$ cat src/rtl/core/sas_pkg.sv
// shared types and constants for the score sorter with truncated mean
// no dependencies; used by sas_sorter and sort_and_average_scores
package sas_pkg;

  localparam int unsigned SCORE_BITS = 16;

  typedef struct packed {
    logic [SCORE_BITS-1:0] score;
    logic                  last;
  } item_t;

  typedef struct packed {
    logic [SCORE_BITS-1:0] sorted_score;
    logic [SCORE_BITS-1:0] average;
    logic                  overflow;
    logic                  end_of_run;
  } result_t;

  // control from the top sequencer to the sorter
  typedef struct packed {
    logic load;
    logic start;
  } sort_ctrl_t;

  typedef enum logic [2:0] {
    ST_COLLECT,
    ST_START,
    ST_WAIT,
    ST_READ,
    ST_LOAD
  } top_state_t;

  typedef enum logic [2:0] {
    SRT_IDLE,
    SRT_FIRST,
    SRT_LOAD,
    SRT_STEP,
    SRT_TAIL
  } sort_state_t;

endpackage

$ cat src/rtl/core/sas_divider.sv
// restoring divider, one quotient bit per cycle
// depends on nothing but its parameters; used by sort_and_average_scores
module sas_divider #(
  parameter int unsigned NUM_W = 22,
  parameter int unsigned DEN_W = 7,
  parameter int unsigned QUO_W = 16
) (
  input  logic             clk,
  input  logic             rst,
  input  logic             start,
  input  logic [NUM_W-1:0] dividend,
  input  logic [DEN_W-1:0] divisor,
  output logic             busy,
  output logic [QUO_W-1:0] quotient
);

  localparam int unsigned CNT_W = $clog2(NUM_W + 1);

  logic [CNT_W-1:0] cnt;
  logic [DEN_W-1:0] rem;
  logic [DEN_W-1:0] den;
  // numerator bits shift out at the top while quotient bits shift in below
  logic [NUM_W-1:0] work;

  logic [DEN_W:0] shifted;
  logic [DEN_W:0] diff;
  logic           ge;

  always_comb begin
    shifted = {rem, work[NUM_W-1]};
    ge      = shifted >= {1'b0, den};
    diff    = shifted - {1'b0, den};
  end

  always_ff @(posedge clk) begin
    if (rst) begin
      busy <= 1'b0;
      cnt  <= '0;
    end else if (start) begin
      busy <= 1'b1;
      cnt  <= CNT_W'(NUM_W);
    end else if (busy) begin
      cnt  <= cnt - CNT_W'(1);
      busy <= cnt != CNT_W'(1);
    end
  end

  always_ff @(posedge clk) begin
    if (start) begin
      work <= dividend;
      rem  <= '0;
      den  <= divisor;
    end else if (busy) begin
      rem  <= ge ? diff[DEN_W-1:0] : shifted[DEN_W-1:0];
      work <= {work[NUM_W-2:0], ge};
    end
  end

  assign quotient = work[QUO_W-1:0];

endmodule

$ cat src/rtl/core/sas_sorter.sv
// score store with an in-place bubble sort over a single compare unit
// depends on sas_pkg; used by sort_and_average_scores
module sas_sorter #(
  parameter int unsigned MAX_SCORES = 64,
  parameter int unsigned AW = 6,
  parameter int unsigned CW = 7
) (
  input  logic                             clk,
  input  logic                             rst,
  input  sas_pkg::sort_ctrl_t              ctrl,
  input  logic [AW-1:0]                    load_addr,
  input  logic [sas_pkg::SCORE_BITS-1:0]   load_data,
  input  logic [CW-1:0]                    n,
  input  logic [AW-1:0]                    emit_addr,
  output logic [sas_pkg::SCORE_BITS-1:0]   rd_data,
  output logic                             busy
);

  localparam int unsigned DW = sas_pkg::SCORE_BITS;

  logic [DW-1:0] mem [MAX_SCORES];

  sas_pkg::sort_state_t state, state_next;
  logic [AW-1:0] last_idx, last_idx_next;
  logic [AW-1:0] j, j_next;
  logic [DW-1:0] carry, carry_next;

  logic [AW-1:0] rd_addr;
  logic          we;
  logic [AW-1:0] wa;
  logic [DW-1:0] wd;

  // each pass carries the larger value forward and writes the smaller one back
  always_comb begin
    state_next    = state;
    last_idx_next = last_idx;
    j_next        = j;
    carry_next    = carry;
    rd_addr       = emit_addr;
    we            = 1'b0;
    wa            = load_addr;
    wd            = load_data;
    case (state)
      sas_pkg::SRT_IDLE: begin
        we = ctrl.load;
        if (ctrl.start && n > CW'(1)) begin
          last_idx_next = AW'(n - CW'(1));
          state_next    = sas_pkg::SRT_FIRST;
        end
      end
      sas_pkg::SRT_FIRST: begin
        rd_addr    = '0;
        state_next = sas_pkg::SRT_LOAD;
      end
      sas_pkg::SRT_LOAD: begin
        carry_next = rd_data;
        rd_addr    = AW'(1);
        j_next     = AW'(1);
        state_next = sas_pkg::SRT_STEP;
      end
      sas_pkg::SRT_STEP: begin
        we      = 1'b1;
        wa      = j - AW'(1);
        rd_addr = j + AW'(1);
        if (carry > rd_data) begin
          wd = rd_data;
        end else begin
          wd         = carry;
          carry_next = rd_data;
        end
        if (j == last_idx) begin
          state_next = sas_pkg::SRT_TAIL;
        end else begin
          j_next = j + AW'(1);
        end
      end
      sas_pkg::SRT_TAIL: begin
        we      = 1'b1;
        wa      = last_idx;
        wd      = carry;
        rd_addr = '0;
        if (last_idx == AW'(1)) begin
          state_next = sas_pkg::SRT_IDLE;
        end else begin
          last_idx_next = last_idx - AW'(1);
          state_next    = sas_pkg::SRT_LOAD;
        end
      end
      default: state_next = sas_pkg::SRT_IDLE;
    endcase
  end

  always_ff @(posedge clk) begin
    if (rst) begin
      state <= sas_pkg::SRT_IDLE;
    end else begin
      state <= state_next;
    end
  end

  always_ff @(posedge clk) begin
    last_idx <= last_idx_next;
    j        <= j_next;
    carry    <= carry_next;
  end

  always_ff @(posedge clk) begin
    if (we) begin
      mem[wa] <= wd;
    end
    rd_data <= mem[rd_addr];
  end

  assign busy = state != sas_pkg::SRT_IDLE;

endmodule

$ cat src/rtl/core/sort_and_average_scores.sv
// Score sorter with truncated mean.
// Requests arrive on item (score in Q8.8 plus a last flag) with item_valid and
// item_ready; item_ready is high while scores are being collected, one request
// per cycle. Each score is stored and added to a running sum. Scores beyond
// MAX_SCORES are dropped and set the overflow flag of the set.
// The request flagged last closes the set. The stored scores are then bubble
// sorted in place by one compare unit against a store with one write and one
// read port; pass e (e = n-1 down to 1) moves the largest of entries 0 to e
// into entry e. The mean comes from a restoring divider, one bit per cycle
// over the sum width, which runs alongside the sort. Results then leave on
// result in ascending order, each read in ST_READ and loaded in ST_LOAD, all
// with the same average and overflow; end_of_run marks the final one. A
// stalled receiver holds the output register and the sequencer waits on it.
// After the final result has been loaded the block is ready for the next set
// while that result is taken. Synchronous reset returns the sequencer to
// collecting with an empty set; the score store keeps its contents.
// depends on sas_pkg, sas_sorter and sas_divider
module sort_and_average_scores #(
  parameter int unsigned MAX_SCORES = 64
) (
  input  logic             clk,
  input  logic             rst,
  input  logic             item_valid,
  output logic             item_ready,
  input  sas_pkg::item_t   item,
  output logic             result_valid,
  input  logic             result_ready,
  output sas_pkg::result_t result
);

  localparam int unsigned AW = $clog2(MAX_SCORES);
  localparam int unsigned CW = $clog2(MAX_SCORES + 1);
  localparam int unsigned SW = sas_pkg::SCORE_BITS + CW;

  sas_pkg::top_state_t state, state_next;
  logic [CW-1:0] count, count_next;
  logic [SW-1:0] sum, sum_next;
  logic          dropped, dropped_next;
  logic [CW-1:0] idx, idx_next;
  logic          result_valid_next;
  sas_pkg::result_t result_next;

  sas_pkg::sort_ctrl_t            sort_ctrl;
  logic                           sort_busy;
  logic [AW-1:0]                  emit_addr;
  logic [sas_pkg::SCORE_BITS-1:0] rd_data;
  logic                           div_start;
  logic                           div_busy;
  logic [sas_pkg::SCORE_BITS-1:0] quotient;
  logic                           load_result;

  sas_sorter #(
    .MAX_SCORES(MAX_SCORES),
    .AW(AW),
    .CW(CW)
  ) u_sorter (
    .clk(clk),
    .rst(rst),
    .ctrl(sort_ctrl),
    .load_addr(count[AW-1:0]),
    .load_data(item.score),
    .n(count),
    .emit_addr(emit_addr),
    .rd_data(rd_data),
    .busy(sort_busy)
  );

  sas_divider #(
    .NUM_W(SW),
    .DEN_W(CW),
    .QUO_W(sas_pkg::SCORE_BITS)
  ) u_divider (
    .clk(clk),
    .rst(rst),
    .start(div_start),
    .dividend(sum),
    .divisor(count),
    .busy(div_busy),
    .quotient(quotient)
  );

  always_comb begin
    state_next        = state;
    count_next        = count;
    sum_next          = sum;
    dropped_next      = dropped;
    idx_next          = idx;
    result_valid_next = result_valid && !result_ready;
    result_next       = result;
    item_ready        = 1'b0;
    sort_ctrl         = '0;
    div_start         = 1'b0;
    emit_addr         = idx[AW-1:0];
    load_result       = 1'b0;
    case (state)
      sas_pkg::ST_COLLECT: begin
        item_ready = 1'b1;
        if (item_valid) begin
          if (count != CW'(MAX_SCORES)) begin
            sort_ctrl.load = 1'b1;
            count_next     = count + CW'(1);
            sum_next       = sum + SW'(item.score);
          end else begin
            dropped_next = 1'b1;
          end
          if (item.last) begin
            state_next = sas_pkg::ST_START;
          end
        end
      end
      sas_pkg::ST_START: begin
        sort_ctrl.start = 1'b1;
        div_start       = 1'b1;
        idx_next        = '0;
        state_next      = sas_pkg::ST_WAIT;
      end
      sas_pkg::ST_WAIT: begin
        if (!sort_busy && !div_busy) begin
          state_next = sas_pkg::ST_READ;
        end
      end
      sas_pkg::ST_READ: begin
        state_next = sas_pkg::ST_LOAD;
      end
      sas_pkg::ST_LOAD: begin
        // read data stays put while the output register is stalled
        if (!result_valid || result_ready) begin
          load_result              = 1'b1;
          result_valid_next        = 1'b1;
          result_next.sorted_score = rd_data;
          result_next.average      = quotient;
          result_next.overflow     = dropped;
          result_next.end_of_run   = (idx + CW'(1)) == count;
          if ((idx + CW'(1)) == count) begin
            count_next   = '0;
            sum_next     = '0;
            dropped_next = 1'b0;
            state_next   = sas_pkg::ST_COLLECT;
          end else begin
            idx_next   = idx + CW'(1);
            state_next = sas_pkg::ST_READ;
          end
        end
      end
      default: state_next = sas_pkg::ST_COLLECT;
    endcase
  end

  always_ff @(posedge clk) begin
    if (rst) begin
      state        <= sas_pkg::ST_COLLECT;
      count        <= '0;
      sum          <= '0;
      dropped      <= 1'b0;
      result_valid <= 1'b0;
    end else begin
      state        <= state_next;
      count        <= count_next;
      sum          <= sum_next;
      dropped      <= dropped_next;
      result_valid <= result_valid_next;
    end
  end

  always_ff @(posedge clk) begin
    idx    <= idx_next;
    result <= result_next;
  end

  // a dropped score is only possible with a full store
  assert property (@(posedge clk) disable iff (rst)
    dropped |-> count == CW'(MAX_SCORES))
    else $error("overflow flagged while store not full");

  // emission never starts before sort and mean are both finished
  assert property (@(posedge clk) disable iff (rst)
    (state == sas_pkg::ST_READ) |-> (!sort_busy && !div_busy))
    else $error("readout started while sort or divide still running");

  // the final result of a set clears the set state
  assert property (@(posedge clk) disable iff (rst)
    (load_result && result_next.end_of_run) |=>
      (state == sas_pkg::ST_COLLECT && count == '0 && sum == '0 && !dropped))
    else $error("set state not cleared after final result");

  // a set never closes empty
  assert property (@(posedge clk) disable iff (rst)
    (state == sas_pkg::ST_START) |-> count != '0)
    else $error("set closed with no stored score");

  // a stalled result is never overwritten
  assert property (@(posedge clk) disable iff (rst)
    (result_valid && !result_ready) |-> !load_result)
    else $error("pending result overwritten");

endmodule
$ cat config.mk
export PLATFORM = sky130hd
export DESIGN_NAME = sort_and_average_scores
export DESIGN_NICKNAME = d
export VERILOG_FILES = /design/src/rtl/core/sas_pkg.sv /design/src/rtl/core/sas_divider.sv /design/src/rtl/core/sas_sorter.sv /design/src/rtl/core/sort_and_average_scores.sv
export SDC_FILE = /design/constraint.sdc
export NUM_CORES = 2
export LEC_CHECK = 0
export ABC_AREA = 0
export BUFFER_PORTS_ARGS = -buffer_cell sky130_fd_sc_hd__buf_4
export CAP_MARGIN = 20
export CORE_ASPECT_RATIO = 0.5
export CORE_MARGIN = 2
export CORE_UTILIZATION = 63
export DETAILED_ROUTE_END_ITERATION = 10
export PLACE_DENSITY = 0.82
export SLEW_MARGIN = 20
export SYNTH_ARGS = -nofsm -noshare
export SYNTH_HDL_FRONTEND = slang
export SYNTH_SLANG_ARGS = --single-unit
$ cat constraint.sdc
create_clock -name clk -period 3.9 [get_ports clk]
set_clock_uncertainty 0.1 [all_clocks]
set_input_delay 0.78 -clock clk [delete_from_list [all_inputs] [get_ports clk]]
set_output_delay 0.78 -clock clk [all_outputs]
set_load 0.02 [all_outputs]
==> metrics.csv <==
stage;metric;value;unit
final_layout;fillerInstances;4449;
drt;post_drt_via_cell_ratio;6.72;
critical_path;reg2reg_slack;-0.06;ns
outcome;violations;setup timing;
critical_path;rr_worst_depth;7;
synth;avgSynthCellArea;12.9;µm²
global_route;antenna_found_initial;8;
critical_path;worst_path_largest_cell_delay;0.81;ns
drt;drc;0;
synth;synth_edf_count;1123;
die;core;0.0758;mm²
critical_path;slowest_stage;o22ai_1;
clocking;cts_buffer_depth;3;
min_path;hold_class;in -> reg;
die;pin_count;57;
power;power_leakage;19.2;nW
sta;finalCritPeriodShare;102;%
drt;vias;33600;
clocking;cts_tree;yes;
clocking;cts-hold-fix-buffers;0;
final_layout;regArea;0.0351;mm²
die;die_w;397;µm
synth;yosysWarnings;0;
sta;final_max_slew_viol_count;0;
sta;setup_ws;-0.0626;ns
synth;async_flop_share;0;%
die;die_area;0.0796;mm²
synth;yosys-top-cells-area;edfxtp_1 (69%), nand2_1 (7.7%), nand3_1 (3.4%);
critical_path;crit_buf_inv;0;
die;die_h;200;µm
sta;tns;-0.162;ns
synth;synth.ff_latch_count;1190;
sta;max_freq;0.252;GHz
global_route;grt_pass1_wl;201;mm
critical_path;cp-start-kind;flip-flop;
final_layout;final_cell_mix;edfxtp_1 (1123), nand2_1 (1003), nand3_1 (335);
drt;wire_per_inst;27.2;µm
min_path;hold_path_depth;3;
sta;worst_pin_slew;1.07;ns
place;portBuffers;56;
synth;synth_top_area_share;69.3;%
drt;wl;136;mm
synth;syn_area;0.0486;mm²
sta;final_hold_viol_count;0;
final_layout;multi_input_area;0.0125;mm²
drt;drt_iter0_markers;6302;
synth;yosysTopAreaCell;edfxtp_1;
place;place_hpwl;81.9;mm
synth;synth_cell_type_count;67;
synth;syn-instance-count;3766;
sta;holdWs;0.269;ns
critical_path;worstPathCellList;nor2_2, xor2_2, nand2_1, o22ai_1, nand2_1, o22ai_1, or4_1;
clocking;cts-root-buf;clkbuf_16;
critical_path;endpoint_kind;flip-flop;
sta;setup_violations;3;
clocking;cts_sinks;1190;
job;drv_cap;0;
clocking;clk_pin_slew_worst_paths;0.07;ns
die;initial_utilization;64.2;%
global_route;grt_overflow;0;
critical_path;cp.depth;7;
power;powerDensity;546;mW/mm²
final_layout;syn_to_final_growth;12.5;%
critical_path;crit_fanout;15;
synth;seq_area_frac_synth;72.1;%
critical_path;cp_top_family;compound AO/OA/AOI/OAI gates;
critical_path;required;4.45;ns
global_route;grt_max_degree;72;
critical_path;cp.arrival;4.52;ns
synth;synth.net_count;3839;
place;gp_congestion;0.992;
final_layout;final_common_cell;edfxtp_1;
place;dpl_worst_slack;0.137;ns
global_route;grt_usage;34.0;%
die;fp-row-count;71;
global_route;grt_pass1_vias;32200;
outcome;status;complete, but fails checks;
clocking;cts_buffers;98;
critical_path;worstSetupPathType;reg -> reg;
sta;max_slew_margin;27.6;%
power;peakVddDrop;351;µV
final_layout;final_util;72.2;%
drt;ant_nets;0;
synth;synth_flop_cell;edfxtp_1;
clocking;htreeDepth;3;
final_layout;nets;3966;
sta;period_needed;3.96;ns
drt;drtPass1Iterations;9;
clocking;clock_latency;0.71;ns
final_layout;drive_gt1_share;11.4;%
-- Yosys cell counts (4+ instances only) --
master / count
clkbuf_1: 121
nand2_1: 1004
a22oi_1: 9
nor3_4: 4
o211ai_1: 24
edfxtp_1: 1123
a21o_1: 14
nor3_1: 14
o21a_1: 8
buf_2: 69
xor2_1: 23
a21oi_1: 87
or3_1: 11
or4_1: 17
o21ai_0: 30
dfxtp_1: 67
ha_1: 50
nand4_1: 86
nand2b_1: 6
o21bai_1: 4
o22ai_1: 20
and3_1: 58
buf_1: 23
a32oi_1: 77
mux2i_1: 85
buf_4: 7
inv_1: 50
o31ai_1: 4
nor2b_1: 6
a221o_1: 18
a311oi_1: 36
buf_6: 4
nor2_1: 141
nand3_1: 335
a31oi_1: 40
and2_1: 4
xnor2_1: 35
-- metrics by stage --
step | power, mW | area, µm² | instances
finish | 29.9 | 54700 | 5001
global route | 30.7 | 54700 | 4998
CTS | 29.7 | 54600 | 4994
detailed placement | 19.8 | 51400 | 4811
global placement | 19.7 | 51400 | 4811
floorplan | 17.8 | 48600 | 3766
-- cell families (layout without fill, tap and decap cells) --
group           Yosys count  count (layout)  synth area share [%]
compound gates          396             396                  5.81
xor+xnor                 61              61                  1.17
fa+ha+maj                52              52                  1.37
buf+inv                 275             485                  2.41
flops                  1190            1190                  72.1
mux                      85              85                  1.75
other cells               0               3                     0
simple gates           1707            1707                  15.4
-- worst paths after layout --
check                                                    start                          end
worst max-delay path            u_sorter.state[1]$_SDFFE_PP0P_  u_sorter.rd_data[1]$_DFF_P_
worst min-delay path                                item_valid         dropped$_SDFFE_PP0P_
worst max register to register  u_sorter.state[1]$_SDFFE_PP0P_  u_sorter.rd_data[1]$_DFF_P_
worst min register to register     u_divider.work[8]$_DFFE_PP_         result[10]$_DFFE_PP_
-- tightest hold or removal path: cells and delay by family --
family	cells	cell delay [ns]
buffers and inverters	1	0.11
and+or+nand+nor	1	0.07
AOI/OAI and AO/OA	1	0.07
-- flip-flops by register name (all words and copies together), names as in the netlist --
| register | cells |
|---|---|
| u_sorter.mem | 1024 |
| result | 34 |
| sum | 23 |
| u_divider.work | 23 |
| u_sorter.carry | 16 |
| u_sorter.rd_data | 16 |
| count | 7 |
| idx | 7 |
| u_divider.den | 7 |
| u_divider.rem | 7 |
| u_sorter.j | 6 |
| u_sorter.last_idx | 6 |
| u_divider.cnt | 5 |
| state | 3 |
| u_sorter.state | 3 |
| dropped | 1 |
| result_valid | 1 |
| u_divider.busy | 1 |
-- power by group --
group          switching, mW  internal [mW]  total, mW  leakage, nW
clock network           4.53           5.54       10.1         1.59
logic                   3.45           1.58       5.02         6.97
registers              0.397           14.4       14.8         10.7
total                   8.38           21.5       29.9         19.2
-- repair_timing --
action,CTS,global route
endpoints found under the setup margin,0,138
resized for setup,0,9
buffers inserted,0,4
-- final cells by class --
type                    count  share of cell area (%)
multi-input cells        2301                    22.9
clock inverters            59                    1.12
repair buffers            251                    4.38
flip-flops and latches   1190                    64.1
diodes                      3                  0.0137
inverters                  51                   0.350
clock buffers             124                    4.81
well taps                1022                    2.34
-- routing by layer --
metal  vias to the layer above  track usage [%]  part of all wire, %
met2                      2768             50.0                   44
li1                      14100                -                    -
met3                       486             11.2                   15
met5                         -                0                0.047
met4                         4             15.4                  5.0
met1                     16200             46.6                   35
(Power assumes the default switching activity.)
